### src/rtl/pcnd_pkg.sv
// Shared types, constants and the code-suffix walk of the prefix-code nibble decoder.
// No dependencies; used by the front queue and the bit-serial back end.
package pcnd_pkg;

    localparam int Q_DEPTH = 4;
    localparam int Q_PTR_W = 2;
    localparam int Q_CNT_W = Q_PTR_W + 1;

    // Zero count that marks end of stream.
    localparam logic [2:0] ZR_END = 3'd6;
    localparam logic [2:0] BIT_LAST = 3'd7;

    typedef enum logic [1:0] {
        KIND_DATA = 2'd0,
        KIND_END  = 2'd1,
        KIND_ERR  = 2'd2
    } t_kind;

    typedef enum logic [1:0] {
        PH_IDLE,
        PH_BITS,
        PH_CLOSE
    } t_phase;

    typedef struct packed {
        logic [7:0] data_byte;
        logic       last_byte;
    } t_entry;

    // Queue head as seen by the back end.
    typedef struct packed {
        logic   valid;
        t_entry entry;
    } t_q_head;

    // Result of walking one suffix bit.
    typedef struct packed {
        logic       more;
        logic       bad;
        logic [3:0] nib;
        logic [2:0] next_sp;
    } t_sfx;

    function automatic t_sfx sfx_step(input logic [2:0] zr, input logic [2:0] sp,
                                      input logic b);
        t_sfx r;
        r.more    = 1'b0;
        r.bad     = 1'b0;
        r.nib     = 4'h0;
        r.next_sp = sp;
        case (zr)
            3'd1: r.nib = b ? 4'hF : 4'h1;
            3'd2: r.nib = b ? 4'h8 : 4'h2;
            3'd3: r.nib = b ? 4'h7 : 4'hC;
            3'd4: begin
                case (sp)
                    3'd1: begin
                        r.more    = 1'b1;
                        r.next_sp = b ? 3'd2 : 3'd3;
                    end
                    3'd2: r.nib = b ? 4'h9 : 4'h4;
                    3'd3: begin
                        r.more    = 1'b1;
                        r.next_sp = b ? 3'd4 : 3'd5;
                    end
                    3'd4: r.nib = b ? 4'h5 : 4'hA;
                    3'd5: r.nib = b ? 4'hB : 4'h3;
                    default: r.bad = 1'b1;
                endcase
            end
            3'd5: begin
                case (sp)
                    3'd1: begin
                        r.more    = 1'b1;
                        r.next_sp = b ? 3'd2 : 3'd3;
                    end
                    3'd2: r.nib = b ? 4'hD : 4'hE;
                    3'd3: begin
                        if (b) begin
                            r.nib = 4'h6;
                        end else begin
                            r.bad = 1'b1;   // reserved code
                        end
                    end
                    default: r.bad = 1'b1;
                endcase
            end
            default: r.bad = 1'b1;
        endcase
        return r;
    endfunction

endpackage

### src/rtl/pcnd_if.sv
// Valid/ready channel interfaces for compressed input bytes and decoded result items.
// Standalone; no package dependency.
interface pcnd_in_if;
    logic       valid;
    logic       ready;
    logic [7:0] data_byte;
    logic       last_byte;

    modport source(output valid, output data_byte, output last_byte, input ready);
    modport sink(input valid, input data_byte, input last_byte, output ready);
endinterface

interface pcnd_out_if;
    logic       valid;
    logic       ready;
    logic [7:0] out_byte;
    logic [1:0] kind;
    logic       final_item;

    modport source(output valid, output out_byte, output kind, output final_item,
                   input ready);
    modport sink(input valid, input out_byte, input kind, input final_item,
                 output ready);
endinterface

### src/rtl/pcnd_front.sv
// Front end: accepts compressed bytes and holds them in a short queue for the back end.
// Depends on pcnd_pkg and pcnd_in_if.
module pcnd_front (
    input  logic                  i_clk,
    input  logic                  i_rst_n,
    pcnd_in_if.sink               i_in,
    output pcnd_pkg::t_q_head     o_head,
    input  logic                  i_pop
);

    pcnd_pkg::t_entry                r_mem [pcnd_pkg::Q_DEPTH];
    logic [pcnd_pkg::Q_PTR_W-1:0]    r_wr_ptr, n_wr_ptr;
    logic [pcnd_pkg::Q_PTR_W-1:0]    r_rd_ptr, n_rd_ptr;
    logic [pcnd_pkg::Q_CNT_W-1:0]    r_count, n_count;
    logic                            push;
    logic                            pop;

    assign i_in.ready   = (r_count != pcnd_pkg::Q_CNT_W'(pcnd_pkg::Q_DEPTH));
    assign push         = i_in.valid && i_in.ready;
    assign pop          = i_pop && (r_count != '0);
    assign o_head.valid = (r_count != '0);
    assign o_head.entry = r_mem[r_rd_ptr];

    always_comb begin
        n_wr_ptr = push ? r_wr_ptr + 1'b1 : r_wr_ptr;
        n_rd_ptr = pop ? r_rd_ptr + 1'b1 : r_rd_ptr;
        n_count  = r_count;
        if (push && !pop) begin
            n_count = r_count + 1'b1;
        end else if (pop && !push) begin
            n_count = r_count - 1'b1;
        end
    end

    always_ff @(posedge i_clk) begin
        if (!i_rst_n) begin
            r_wr_ptr <= '0;
            r_rd_ptr <= '0;
            r_count  <= '0;
        end else begin
            r_wr_ptr <= n_wr_ptr;
            r_rd_ptr <= n_rd_ptr;
            r_count  <= n_count;
        end
    end

    always_ff @(posedge i_clk) begin
        if (push) begin
            r_mem[r_wr_ptr] <= '{data_byte: i_in.data_byte, last_byte: i_in.last_byte};
        end
    end

endmodule

### src/rtl/pcnd_back.sv
// Back end: walks queued bytes one code bit per cycle while the output is free, pairs
// nibbles into bytes and issues the closing status. Uses pcnd_pkg and pcnd_out_if.
module pcnd_back (
    input  logic                  i_clk,
    input  logic                  i_rst_n,
    input  pcnd_pkg::t_q_head     i_head,
    output logic                  o_pop,
    pcnd_out_if.source            o_out
);

    pcnd_pkg::t_phase  r_phase, n_phase;
    logic [7:0]        r_shift, n_shift;
    logic [2:0]        r_cnt, n_cnt;
    logic              r_last, n_last;
    logic [2:0]        r_zr, n_zr;
    logic [2:0]        r_sp, n_sp;
    logic [3:0]        r_hi, n_hi;
    logic              r_hh, n_hh;
    logic              r_stop, n_stop;
    logic              r_stat_v, n_stat_v;
    pcnd_pkg::t_kind   r_stat_k, n_stat_k;

    logic              r_ov, n_ov;
    logic [7:0]        r_ob, n_ob;
    pcnd_pkg::t_kind   r_ok, n_ok;
    logic              r_of, n_of;

    logic              cur_bit;
    logic [2:0]        zr_inc;
    pcnd_pkg::t_sfx    sfx;
    logic              out_free;
    logic              skip;
    logic              done_nib;
    logic [3:0]        nib;
    logic              emit;
    logic              step_ok;
    logic              end_byte;
    pcnd_pkg::t_kind   close_k;

    assign cur_bit  = r_shift[7];
    assign zr_inc   = r_zr + 3'd1;
    assign sfx      = pcnd_pkg::sfx_step(r_zr, r_sp, cur_bit);
    assign out_free = !r_ov || o_out.ready;
    // Once stopped or a status is known, the rest of the byte is dropped.
    assign skip     = r_stop || r_stat_v;
    assign done_nib = (r_sp == 3'd0) ? (cur_bit && (r_zr == 3'd0)) : (!sfx.more && !sfx.bad);
    assign nib      = (r_sp == 3'd0) ? 4'h0 : sfx.nib;
    assign emit     = done_nib && r_hh;
    assign step_ok  = !emit || out_free;
    assign end_byte = (r_phase == pcnd_pkg::PH_BITS)
                      && (skip || (step_ok && (r_cnt == pcnd_pkg::BIT_LAST)));
    assign o_pop    = i_head.valid && ((r_phase == pcnd_pkg::PH_IDLE)
                      || (end_byte && !r_last));

    always_comb begin
        if (r_stop) begin
            close_k = pcnd_pkg::KIND_ERR;
        end else if (r_stat_v) begin
            close_k = r_stat_k;
        end else if (r_zr == 3'd0 && r_sp == 3'd0 && !r_hh) begin
            close_k = pcnd_pkg::KIND_END;
        end else begin
            close_k = pcnd_pkg::KIND_ERR;
        end
    end

    always_comb begin
        n_phase  = r_phase;
        n_shift  = r_shift;
        n_cnt    = r_cnt;
        n_last   = r_last;
        n_zr     = r_zr;
        n_sp     = r_sp;
        n_hi     = r_hi;
        n_hh     = r_hh;
        n_stop   = r_stop;
        n_stat_v = r_stat_v;
        n_stat_k = r_stat_k;
        n_ov     = r_ov && !o_out.ready;
        n_ob     = r_ob;
        n_ok     = r_ok;
        n_of     = r_of;

        case (r_phase)
            pcnd_pkg::PH_IDLE: begin
            end
            pcnd_pkg::PH_BITS: begin
                if (!skip && step_ok) begin
                    n_shift = {r_shift[6:0], 1'b0};
                    n_cnt   = r_cnt + 3'd1;
                    if (r_sp == 3'd0) begin
                        if (!cur_bit) begin
                            n_zr = zr_inc;
                            if (zr_inc >= pcnd_pkg::ZR_END) begin
                                if (r_last) begin
                                    n_stat_v = 1'b1;
                                    n_stat_k = r_hh ? pcnd_pkg::KIND_ERR : pcnd_pkg::KIND_END;
                                end else begin
                                    n_stop = 1'b1;
                                end
                            end
                        end else if (r_zr != 3'd0) begin
                            n_sp = 3'd1;
                        end
                    end else if (sfx.more) begin
                        n_sp = sfx.next_sp;
                    end else if (sfx.bad) begin
                        if (r_last) begin
                            n_stat_v = 1'b1;
                            n_stat_k = pcnd_pkg::KIND_ERR;
                        end else begin
                            n_stop = 1'b1;
                        end
                    end
                    if (done_nib) begin
                        n_zr = 3'd0;
                        n_sp = 3'd0;
                        if (r_hh) begin
                            n_hh = 1'b0;
                            n_ov = 1'b1;
                            n_ob = {r_hi, nib};
                            n_ok = pcnd_pkg::KIND_DATA;
                            n_of = 1'b0;
                        end else begin
                            n_hi = nib;
                            n_hh = 1'b1;
                        end
                    end
                end
                if (end_byte) begin
                    n_phase = r_last ? pcnd_pkg::PH_CLOSE : pcnd_pkg::PH_IDLE;
                end
            end
            pcnd_pkg::PH_CLOSE: begin
                if (out_free) begin
                    n_ov     = 1'b1;
                    n_ob     = 8'h00;
                    n_ok     = close_k;
                    n_of     = 1'b1;
                    n_zr     = 3'd0;
                    n_sp     = 3'd0;
                    n_hi     = 4'h0;
                    n_hh     = 1'b0;
                    n_stop   = 1'b0;
                    n_stat_v = 1'b0;
                    n_phase  = pcnd_pkg::PH_IDLE;
                end
            end
            default: n_phase = pcnd_pkg::PH_IDLE;
        endcase

        if (o_pop) begin
            n_shift = i_head.entry.data_byte;
            n_last  = i_head.entry.last_byte;
            n_cnt   = 3'd0;
            n_phase = pcnd_pkg::PH_BITS;
        end
    end

    always_ff @(posedge i_clk) begin
        if (!i_rst_n) begin
            r_phase  <= pcnd_pkg::PH_IDLE;
            r_zr     <= 3'd0;
            r_sp     <= 3'd0;
            r_hi     <= 4'h0;
            r_hh     <= 1'b0;
            r_stop   <= 1'b0;
            r_stat_v <= 1'b0;
            r_ov     <= 1'b0;
        end else begin
            r_phase  <= n_phase;
            r_zr     <= n_zr;
            r_sp     <= n_sp;
            r_hi     <= n_hi;
            r_hh     <= n_hh;
            r_stop   <= n_stop;
            r_stat_v <= n_stat_v;
            r_ov     <= n_ov;
        end
    end

    always_ff @(posedge i_clk) begin
        r_shift  <= n_shift;
        r_cnt    <= n_cnt;
        r_last   <= n_last;
        r_stat_k <= n_stat_k;
        r_ob     <= n_ob;
        r_ok     <= n_ok;
        r_of     <= n_of;
    end

    assign o_out.valid      = r_ov;
    assign o_out.out_byte   = r_ob;
    assign o_out.kind       = r_ok;
    assign o_out.final_item = r_of;

endmodule

### src/rtl/prefix_code_nibble_decoder.sv
// Prefix-code nibble decoder, top level: front queue feeding a bit-serial back end.
// Walks one code bit per cycle while the output is not stalled; once the stream has stopped or
// ended, the rest of a byte is dropped. A last byte adds the closing status, then a reload.
// A 4-entry queue decouples input. A data item is valid the cycle after its completing
// bit, which a byte reaches through the queue and the back end's shift register.
// Reset (synchronous, active low) empties the queue and clears the phase and decode state.
module prefix_code_nibble_decoder (
    input  logic        i_clk,
    input  logic        i_rst_n,
    pcnd_in_if.sink     i_in,
    pcnd_out_if.source  o_out
);

    pcnd_pkg::t_q_head head;
    logic              pop;

    pcnd_front u_front (
        .i_clk   (i_clk),
        .i_rst_n (i_rst_n),
        .i_in    (i_in),
        .o_head  (head),
        .i_pop   (pop)
    );

    pcnd_back u_back (
        .i_clk   (i_clk),
        .i_rst_n (i_rst_n),
        .i_head  (head),
        .o_pop   (pop),
        .o_out   (o_out)
    );

endmodule
### src/flat_wrapper.sv
// flat-port wrapper written by rule: the top's interface ports become plain ports
module prefix_code_nibble_decoder_flat 
  (i_clk, i_rst_n, i_in_valid, i_in_data_byte, i_in_last_byte, i_in_ready, o_out_valid, o_out_out_byte, o_out_kind, o_out_final_item, o_out_ready);
  pcnd_in_if i_in_i ();
  pcnd_out_if o_out_i ();
  input  logic i_clk;
  input  logic i_rst_n;
  input wire logic [$bits(i_in_i.valid)-1:0] i_in_valid;
  input wire logic [$bits(i_in_i.data_byte)-1:0] i_in_data_byte;
  input wire logic [$bits(i_in_i.last_byte)-1:0] i_in_last_byte;
  output wire logic [$bits(i_in_i.ready)-1:0] i_in_ready;
  output wire logic [$bits(o_out_i.valid)-1:0] o_out_valid;
  output wire logic [$bits(o_out_i.out_byte)-1:0] o_out_out_byte;
  output wire logic [$bits(o_out_i.kind)-1:0] o_out_kind;
  output wire logic [$bits(o_out_i.final_item)-1:0] o_out_final_item;
  input wire logic [$bits(o_out_i.ready)-1:0] o_out_ready;
  assign i_in_i.valid = i_in_valid;
  assign i_in_i.data_byte = i_in_data_byte;
  assign i_in_i.last_byte = i_in_last_byte;
  assign i_in_ready = i_in_i.ready;
  assign o_out_valid = o_out_i.valid;
  assign o_out_out_byte = o_out_i.out_byte;
  assign o_out_kind = o_out_i.kind;
  assign o_out_final_item = o_out_i.final_item;
  assign o_out_i.ready = o_out_ready;
  prefix_code_nibble_decoder u_core (.i_clk(i_clk), .i_rst_n(i_rst_n), .i_in(i_in_i), .o_out(o_out_i));
endmodule
### config.mk
export PLATFORM = sky130hd
export DESIGN_NAME = prefix_code_nibble_decoder_flat
export DESIGN_NICKNAME = d
export VERILOG_FILES = /design/src/rtl/pcnd_pkg.sv /design/src/rtl/pcnd_if.sv /design/src/rtl/pcnd_front.sv /design/src/rtl/pcnd_back.sv /design/src/rtl/prefix_code_nibble_decoder.sv /design/src/flat_wrapper.sv
export SDC_FILE = /design/constraint.sdc
export NUM_CORES = 1
export LEC_CHECK = 0
export ABC_AREA = 1
export BUFFER_PORTS_ARGS = -buffer_cell sky130_fd_sc_hd__buf_2
export CORE_AREA = 10 10 128 130
export DETAILED_ROUTE_END_ITERATION = 12
export DIE_AREA = 0 0 138 140
export GPL_TIMING_DRIVEN = 1
export PLACE_DENSITY = 0.54
export SLEW_MARGIN = 20
export SYNTH_ARGS = -nofsm -noshare
export SYNTH_HDL_FRONTEND = slang
export SYNTH_SLANG_ARGS = --single-unit
export TNS_END_PERCENT = 1
### constraint.sdc
create_clock -name i_clk -period 7.3 [get_ports i_clk]
set_clock_uncertainty 0.15 [all_clocks]
set_input_delay 0.365 -clock i_clk [delete_from_list [all_inputs] [get_ports i_clk]]
set_output_delay 0.365 -clock i_clk [all_outputs]
set_load 0.1 [all_outputs]
======== Word level (Yosys, flattened, before mapping) ========
Memories as Yosys holds them, arrays and structs flattened. A register that Yosys moved wholly into a read port is not among the register bits.
Cells that the tools add are included.
storage, ports and cells
  register bits after elaboration ......... 48
  memories kept ........................... 1
  word-level logic and storage cells ...... 232
  output and inout bits ................... 13
  bits of input ports ..................... 13
  RAM bits ................................ 36
operators by class
  bitwise gates (word level) .............. 2
  equal/unequal tests ..................... 38
  reduce and logical (&&, ||, !) cells .... 56
  magnitude comparators ................... 1
  multiplexer cells ....................... 109
  add/sub/neg operators ................... 6
memories
  name                  depth  bits a word  read ports  clocked after memory_dff  wr ports  RTL line          RTL
  u_core.u_front.r_mem  4      9            1           1                         1         pcnd_front.sv:11  pcnd_pkg::t_entry r_mem [pcnd_pkg::Q_DEPTH];
operators by type and width
  kind                                                                      number
  8-bit two-way mux                                                         7
  3-bit two-way mux                                                         15
  4-bit two-way mux                                                         11
  2-bit two-way mux                                                         21
  1-bit two-way mux                                                         36
  3-bit one-hot mux with 2 select lines                                     4
  4-bit one-hot mux with 5 select lines                                     1
  3-bit inequality test (second input constant)                             6
  4-bit one-hot mux with 2 select lines                                     2
  8-bit one-hot mux with 2 select lines                                     1
  3-bit == test (second input constant)                                     5
  1-bit logical AND                                                         15
  5-bit AND reduction                                                       3
  1-bit one-hot mux with 2 select lines                                     7
  7-bit AND reduction                                                       2
  3-bit by 2-bit == test with 1-bit output (second input constant)          4
  2-bit inequality test (second input constant)                             6
  4-bit one-hot mux with 3 select lines                                     1
  1-bit zero test                                                           10
  2-bit nonzero test                                                        5
  3-bit by 1-bit adder with 3-bit output (second input constant)            3
  3-bit by 2-bit inequality test with 1-bit output (second input constant)  3
  9-bit AND reduction                                                       1
  2-bit by 1-bit inequality test with 1-bit output (second input constant)  4
  25 further kinds                                                          39

======== Longest topological paths before layout ========
  depth after elaboration ................. 20
  mapped depth ............................ 23
  gate-level depth less buffers ........... 22

======== Modules after synthesis ========
Synthesis repeated with hierarchy kept, for this count alone.
second synthesis, totals
  cells, all modules ...................... 455
  area, all modules ....................... 4225.3 µm²
by module, submodules not included
  module      area an instance (µm²)  cells an instance  seq. area each (µm²)  instances
  pcnd_back   2363.5                  301                1041.0                1
  pcnd_front  1861.8                  154                1261.2                1

======== Worst setup path before layout ========
OpenSTA, ideal clock, no wires.
  kind .................................... reg2reg
  start point ............................. reg u_core.u_back.r_ov, in the netlist u_core.u_back.o_out.valid
  end point ............................... reg u_core.u_front.r_count[2] (netlist name)
  arrival time ............................ 2821 ps
  period minus slack after synthesis ...... 3093 ps
  slack ................................... 4207 ps
  data required time ...................... 7028 ps
  library setup time ...................... 122 ps
  buffers on the path ..................... 1
  cell stages (with the launch flop) ...... 17
  path through ............................ dfxtp_1 inv_1 nor2_1 nand3_4 nand2_2 nand2_1 nand2_1 nand2_2 nand2_4 buf_8 ha_1 inv_1 fa_1 a21oi_1 o21ai_0 o21ai_0 a21oi_1
on the way
  longest elaborated chain between the ends .. 13
  elaborated cells between the ends (all ways) .. 15
  those cells by class .................... mux (1); reduce/logical (14)
RTL lines
  what                                                     RTL line          RTL
  start: declaration                                       pcnd_back.sv:23   logic r_ov, n_ov;
  start signal: assignment                                 pcnd_back.sv:178  r_ov <= n_ov;
  1-bit zero test *                                        pcnd_back.sv:43   assign out_free = !r_ov || o_out.ready;
  1-bit logical OR *                                       pcnd_back.sv:43
  1-bit logical OR *                                       pcnd_back.sv:49   assign step_ok = !emit || out_free;
  1-bit logical AND *                                      pcnd_back.sv:51   && (skip || (step_ok && (r_cnt == pcnd_pkg::BIT_LAST)));
  1-bit logical OR *                                       pcnd_back.sv:51
  1-bit logical AND *                                      pcnd_back.sv:51
  1-bit logical AND *                                      pcnd_back.sv:53   || (end_byte && !r_last));
  1-bit logical OR *                                       pcnd_back.sv:53
  1-bit logical AND *                                      pcnd_back.sv:52   assign o_pop = i_head.valid && ((r_phase == pcnd_pkg::PH_IDLE)
  1-bit logical AND *                                      pcnd_front.sv:20  assign pop = i_pop && (r_count != '0);
  1-bit zero test                                          pcnd_front.sv:28  if (push && !pop) begin
  1-bit logical AND                                        pcnd_front.sv:28
  3-bit two-way mux or 2-bit nonzero test (tied branches)  n/a
  end signal: assignment                                   pcnd_front.sv:43  r_count <= n_count;
  end: declaration                                         pcnd_front.sv:14  logic [pcnd_pkg::Q_CNT_W-1:0] r_count, n_count;
Every way passes the cells marked *; elsewhere a longest branch is shown, timed or not.
A chain may end at the register's enable or synchronous reset.

======== Worst setup path in the final report ========
  start point ............................. reg u_core.u_back.r_zr[0]
  end point ............................... reg u_core.u_front.r_count[2] (netlist name)
on the way
  longest elaborated chain between the ends .. 19
  elaborated cells between the ends (all ways) .. 29
  those cells by class .................... eq/ne (5); mux (4); reduce/logical (20)
RTL lines
  what                                                                                                  RTL line          RTL
  start: declaration                                                                                    pcnd_back.sv:15   logic [2:0] r_zr, n_zr;
  start signal: assignment                                                                              pcnd_back.sv:172  r_zr <= n_zr;
  3-bit by 2-bit == test with 1-bit output or 3-bit by 1-bit == test with 1-bit output (tied branches)  pcnd_pkg.sv:51    case (zr)
  3-bit OR reduction (no source line)                                                                   n/a
  1-bit one-hot mux with 3 select lines                                                                 pcnd_pkg.sv:51
  1-bit zero test                                                                                       pcnd_back.sv:46   assign done_nib = (r_sp == 3'd0) ? (cur_bit && (r_zr == 3'd0)) : (!sfx.more && !sfx.bad);
  1-bit logical AND                                                                                     pcnd_back.sv:46
  1-bit two-way mux *                                                                                   pcnd_back.sv:46
  1-bit logical AND *                                                                                   pcnd_back.sv:48   assign emit = done_nib && r_hh;
  1-bit zero test *                                                                                     pcnd_back.sv:49
  (+3 left out)                                                                                         n/a
  1-bit logical AND *                                                                                   pcnd_back.sv:51
  1-bit logical AND *                                                                                   pcnd_back.sv:53
  1-bit logical OR *                                                                                    pcnd_back.sv:53
  1-bit logical AND *                                                                                   pcnd_back.sv:52
  1-bit logical AND *                                                                                   pcnd_front.sv:20
  1-bit zero test                                                                                       pcnd_front.sv:28
  1-bit logical AND                                                                                     pcnd_front.sv:28
  3-bit two-way mux or 2-bit nonzero test (tied branches)                                               n/a
Marked as above.

==> results.sh <==
export IMPL_status="completed"
export IMPL_yosys_area_top_type="edfxtp_1"
export IMPL_clk_pin_slew_ps=70
export IMPL_finalCritPeriodShare_pct=47.9
export IMPL_drcViolationCount=0
export IMPL_period_needed_ps=3500
export IMPL_slew_violations=0
export IMPL_grt_pass1_vias=2924
export IMPL_n_antenna_cell=0
export IMPL_powerDensity_nw_per_um2=488
export IMPL_drtPass1Iterations=5
export IMPL_drt_iter0_drc=266
export IMPL_synth_net_count=464
export IMPL_clock_sinks=86
export IMPL_vias_per_cell=4.66
export IMPL_tightest_slew_ps=919
export IMPL_start_util_pct=29.7
export IMPL_fillers=1464
export IMPL_grt_overflow_total=0
export IMPL_cap_viol_max_count=0
export IMPL_endpoint_kind="register"
export IMPL_synth_area_leaders="edfxtp_1 (43%), dfxtp_1 (14%), nand2_1 (8.3%)"
export IMPL_cp_max_fo=22
export IMPL_seq_area_um2=2300
export IMPL_portBuffers=25
export IMPL_wl_per_cell_um=13.1
export IMPL_synth_cell_types=36
export IMPL_drive_gt1_share_pct=12.5
export IMPL_cp_data_arrival_time_ps=3570
export IMPL_syn_cell_area_um2=4090
export IMPL_die_w_um=138
export IMPL_dp_hpwl_um=6070
export IMPL_ys_warn_count=0
export IMPL_grt_max_degree=23
export IMPL_cts_htree_levels=3
export IMPL_post_cts_buffers=0
export IMPL_placed_area_um2=4370
export IMPL_cp_startpoint="u_core.u_back.r_zr[0]"
export IMPL_cts_root_buf="clkbuf_16"
export IMPL_die_area_um2=19300
export IMPL_critPathRequiredTime_ps=7380
export IMPL_syn_avg_cell_area_um2=9.40
export IMPL_fmax_mhz=286
export IMPL_wl_um=8460
export IMPL_ios=26
export IMPL_cts_made_buffers=9
export IMPL_grt_usage_pct=8.79
export IMPL_timing_slew_headroom_pct=38.5
export IMPL_nets=489
export IMPL_tritoncts="done"
export IMPL_cts_resized=0
export IMPL_hold_path_class="input pin to register"
export IMPL_antenna_left=0
export IMPL_core_area_um2=13800
export IMPL_utilization_pct=34.1
export IMPL_rows=43
export IMPL_reg2reg_from="u_core.u_back.r_zr[0]"
export IMPL_start_kind="register"
export IMPL_hold_buffers=0
export IMPL_cts_buffer_depth=2
export IMPL_area_growth_pct=14.9
export IMPL_clk_latency_ps=340
export IMPL_vdd_ir_drop_max_mv=0.158
export IMPL_globalplace_congestion=0.860
export IMPL_hold_violations=0
export IMPL_antenna_found_initial=0
export IMPL_grt_pass1_wl_um=14200
export IMPL_leakage_nw=1.88
export IMPL_setup_tns_ps=0
export IMPL_ys_ff_latch=86
export IMPL_synth_yosys_seq_area_share_pct=56.3
export IMPL_hp_start="i_in_data_byte[2]"
export IMPL_rsz0062_at_grt="false"
export IMPL_setup_viol=0
export IMPL_fin_area_um2=4700
export IMPL_multi_input_area_um2=1520
export IMPL_yosys_area_top_type_share_pct=42.6
export IMPL_worstSetupPathType="register to register"
export IMPL_vias=3003
export IMPL_fp_dieH_um=140
export IMPL_syn_inst=435
[worst paths after layout]
path	depth (start not counted)	to	slack, ps
max	20	u_core.u_front.r_count[2]	3800
min	1	u_core.u_front.r_mem[0][3]	90
max reg2reg	20	u_core.u_front.r_count[2]	3800
min reg2reg	2	u_core.u_front.r_rd_ptr[0]	330
[cells in the final DEF (no fill, tap or decap), types with 15 or more instances in the layout]
master / Yosys / final
nand2_1: 90 / 90
edfxtp_1: 58 / 58
inv_1: 48 / 48
nor2_1: 47 / 47
a21oi_1: 37 / 36
o21ai_0: 28 / 28
dfxtp_1: 28 / 28
buf_2: 0 / 25
nand3_1: 15 / 15
ha_1: 15 / 15
[registers in the layout, summed over array words and instances (netlist names), 3 cells and up, named ones only]
register and count:
u_core.u_back.o_out.out_byte 8, u_core.u_back.r_cnt 3, u_core.u_back.r_hi 4, u_core.u_back.r_shift 8, u_core.u_back.r_sp 3, u_core.u_back.r_zr 3
u_core.u_front.r_count 3, u_core.u_front.r_mem 36
[final cells by class]
type	count	area share (%)
tap	180	4.79
sequential	86	49.0
inverter	53	4.23
timing repair buffer	25	2.66
clock buffer	10	4.87
multi-input combinational	285	32.4
clock inverter	6	2.00
[routing by layer]
layer,share of wire (%),up-vias,track usage (%)
li1,-,1532,-
met1,46,1387,10.7
met2,47,72,14.1
met3,6.1,12,2.81
met4,1.3,0,3.55
met5,0,-,0
[critical path, stage by stage (launching register included)]
cell	delay (ps)
dfxtp_1	360
inv_1	90
ha_1	250
nand2_1	170
o21ai_0	150
a21oi_1	250
nand3_2	140
nand2_4	110
nand3_4	90
nand2_2	90
nand2_1	50
nand2_1	80
nand2_2	90
nand2_4	200
ha_1	180
inv_1	70
fa_1	380
a21oi_1	140
o21ai_0	120
o21ai_0	160
a21oi_1	60
[through the flow]
stage                     instances  power [mW]  hold WS [ps]  setup WS [ps]
after floorplan                 435        1.62           295           4210
after global placement          629        1.79           308           4030
after detailed placement        629        1.81           326           3860
after CTS                       645        2.31          76.8           3850
after global routing            645        2.45          84.5           3440
final                           645        2.29          86.8           3800
[power by group]
part | internal (mW) | total (mW) | switching, mW | leakage (nW)
sequential | 0.697 | 0.781 | 0.0836 | 0.774
combinational | 0.243 | 1.01 | 0.769 | 0.947
clock | 0.304 | 0.499 | 0.196 | 0.159
total | 1.24 | 2.29 | 1.05 | 1.88
[Yosys cell counts (all sizes together)]
library cell	n
nand2	96
a32o	7
nand4	8
clkbuf	7
o2111ai	1
fa	1
o21bai	3
edfxtp	58
dfxtp	28
ha	15
xor2	1
nor3	10
a211oi	1
nand3	17
nor2	51
a221oi	1
inv	52
o211ai	1
a21oi	37
buf	4
a31oi	1
nor4	3
o22ai	2
clkinv	1
o21ai	29
[cells by family (layout without fill, tap and decap cells)]
logic type | Yosys count | count (layout) | share of synthesized area (%)
AO/OA/AOI/OAI | 83 | 83 | 11.6
XOR/XNOR | 1 | 1 | 0.214
adder cells (fa/ha/maj) | 16 | 16 | 5.08
buffers and inverters | 64 | 94 | 6.52
flip-flops | 86 | 86 | 56.3
AND/OR/NAND/NOR | 185 | 185 | 20.3
No activity file was read; power rests on OpenSTA's default activity.
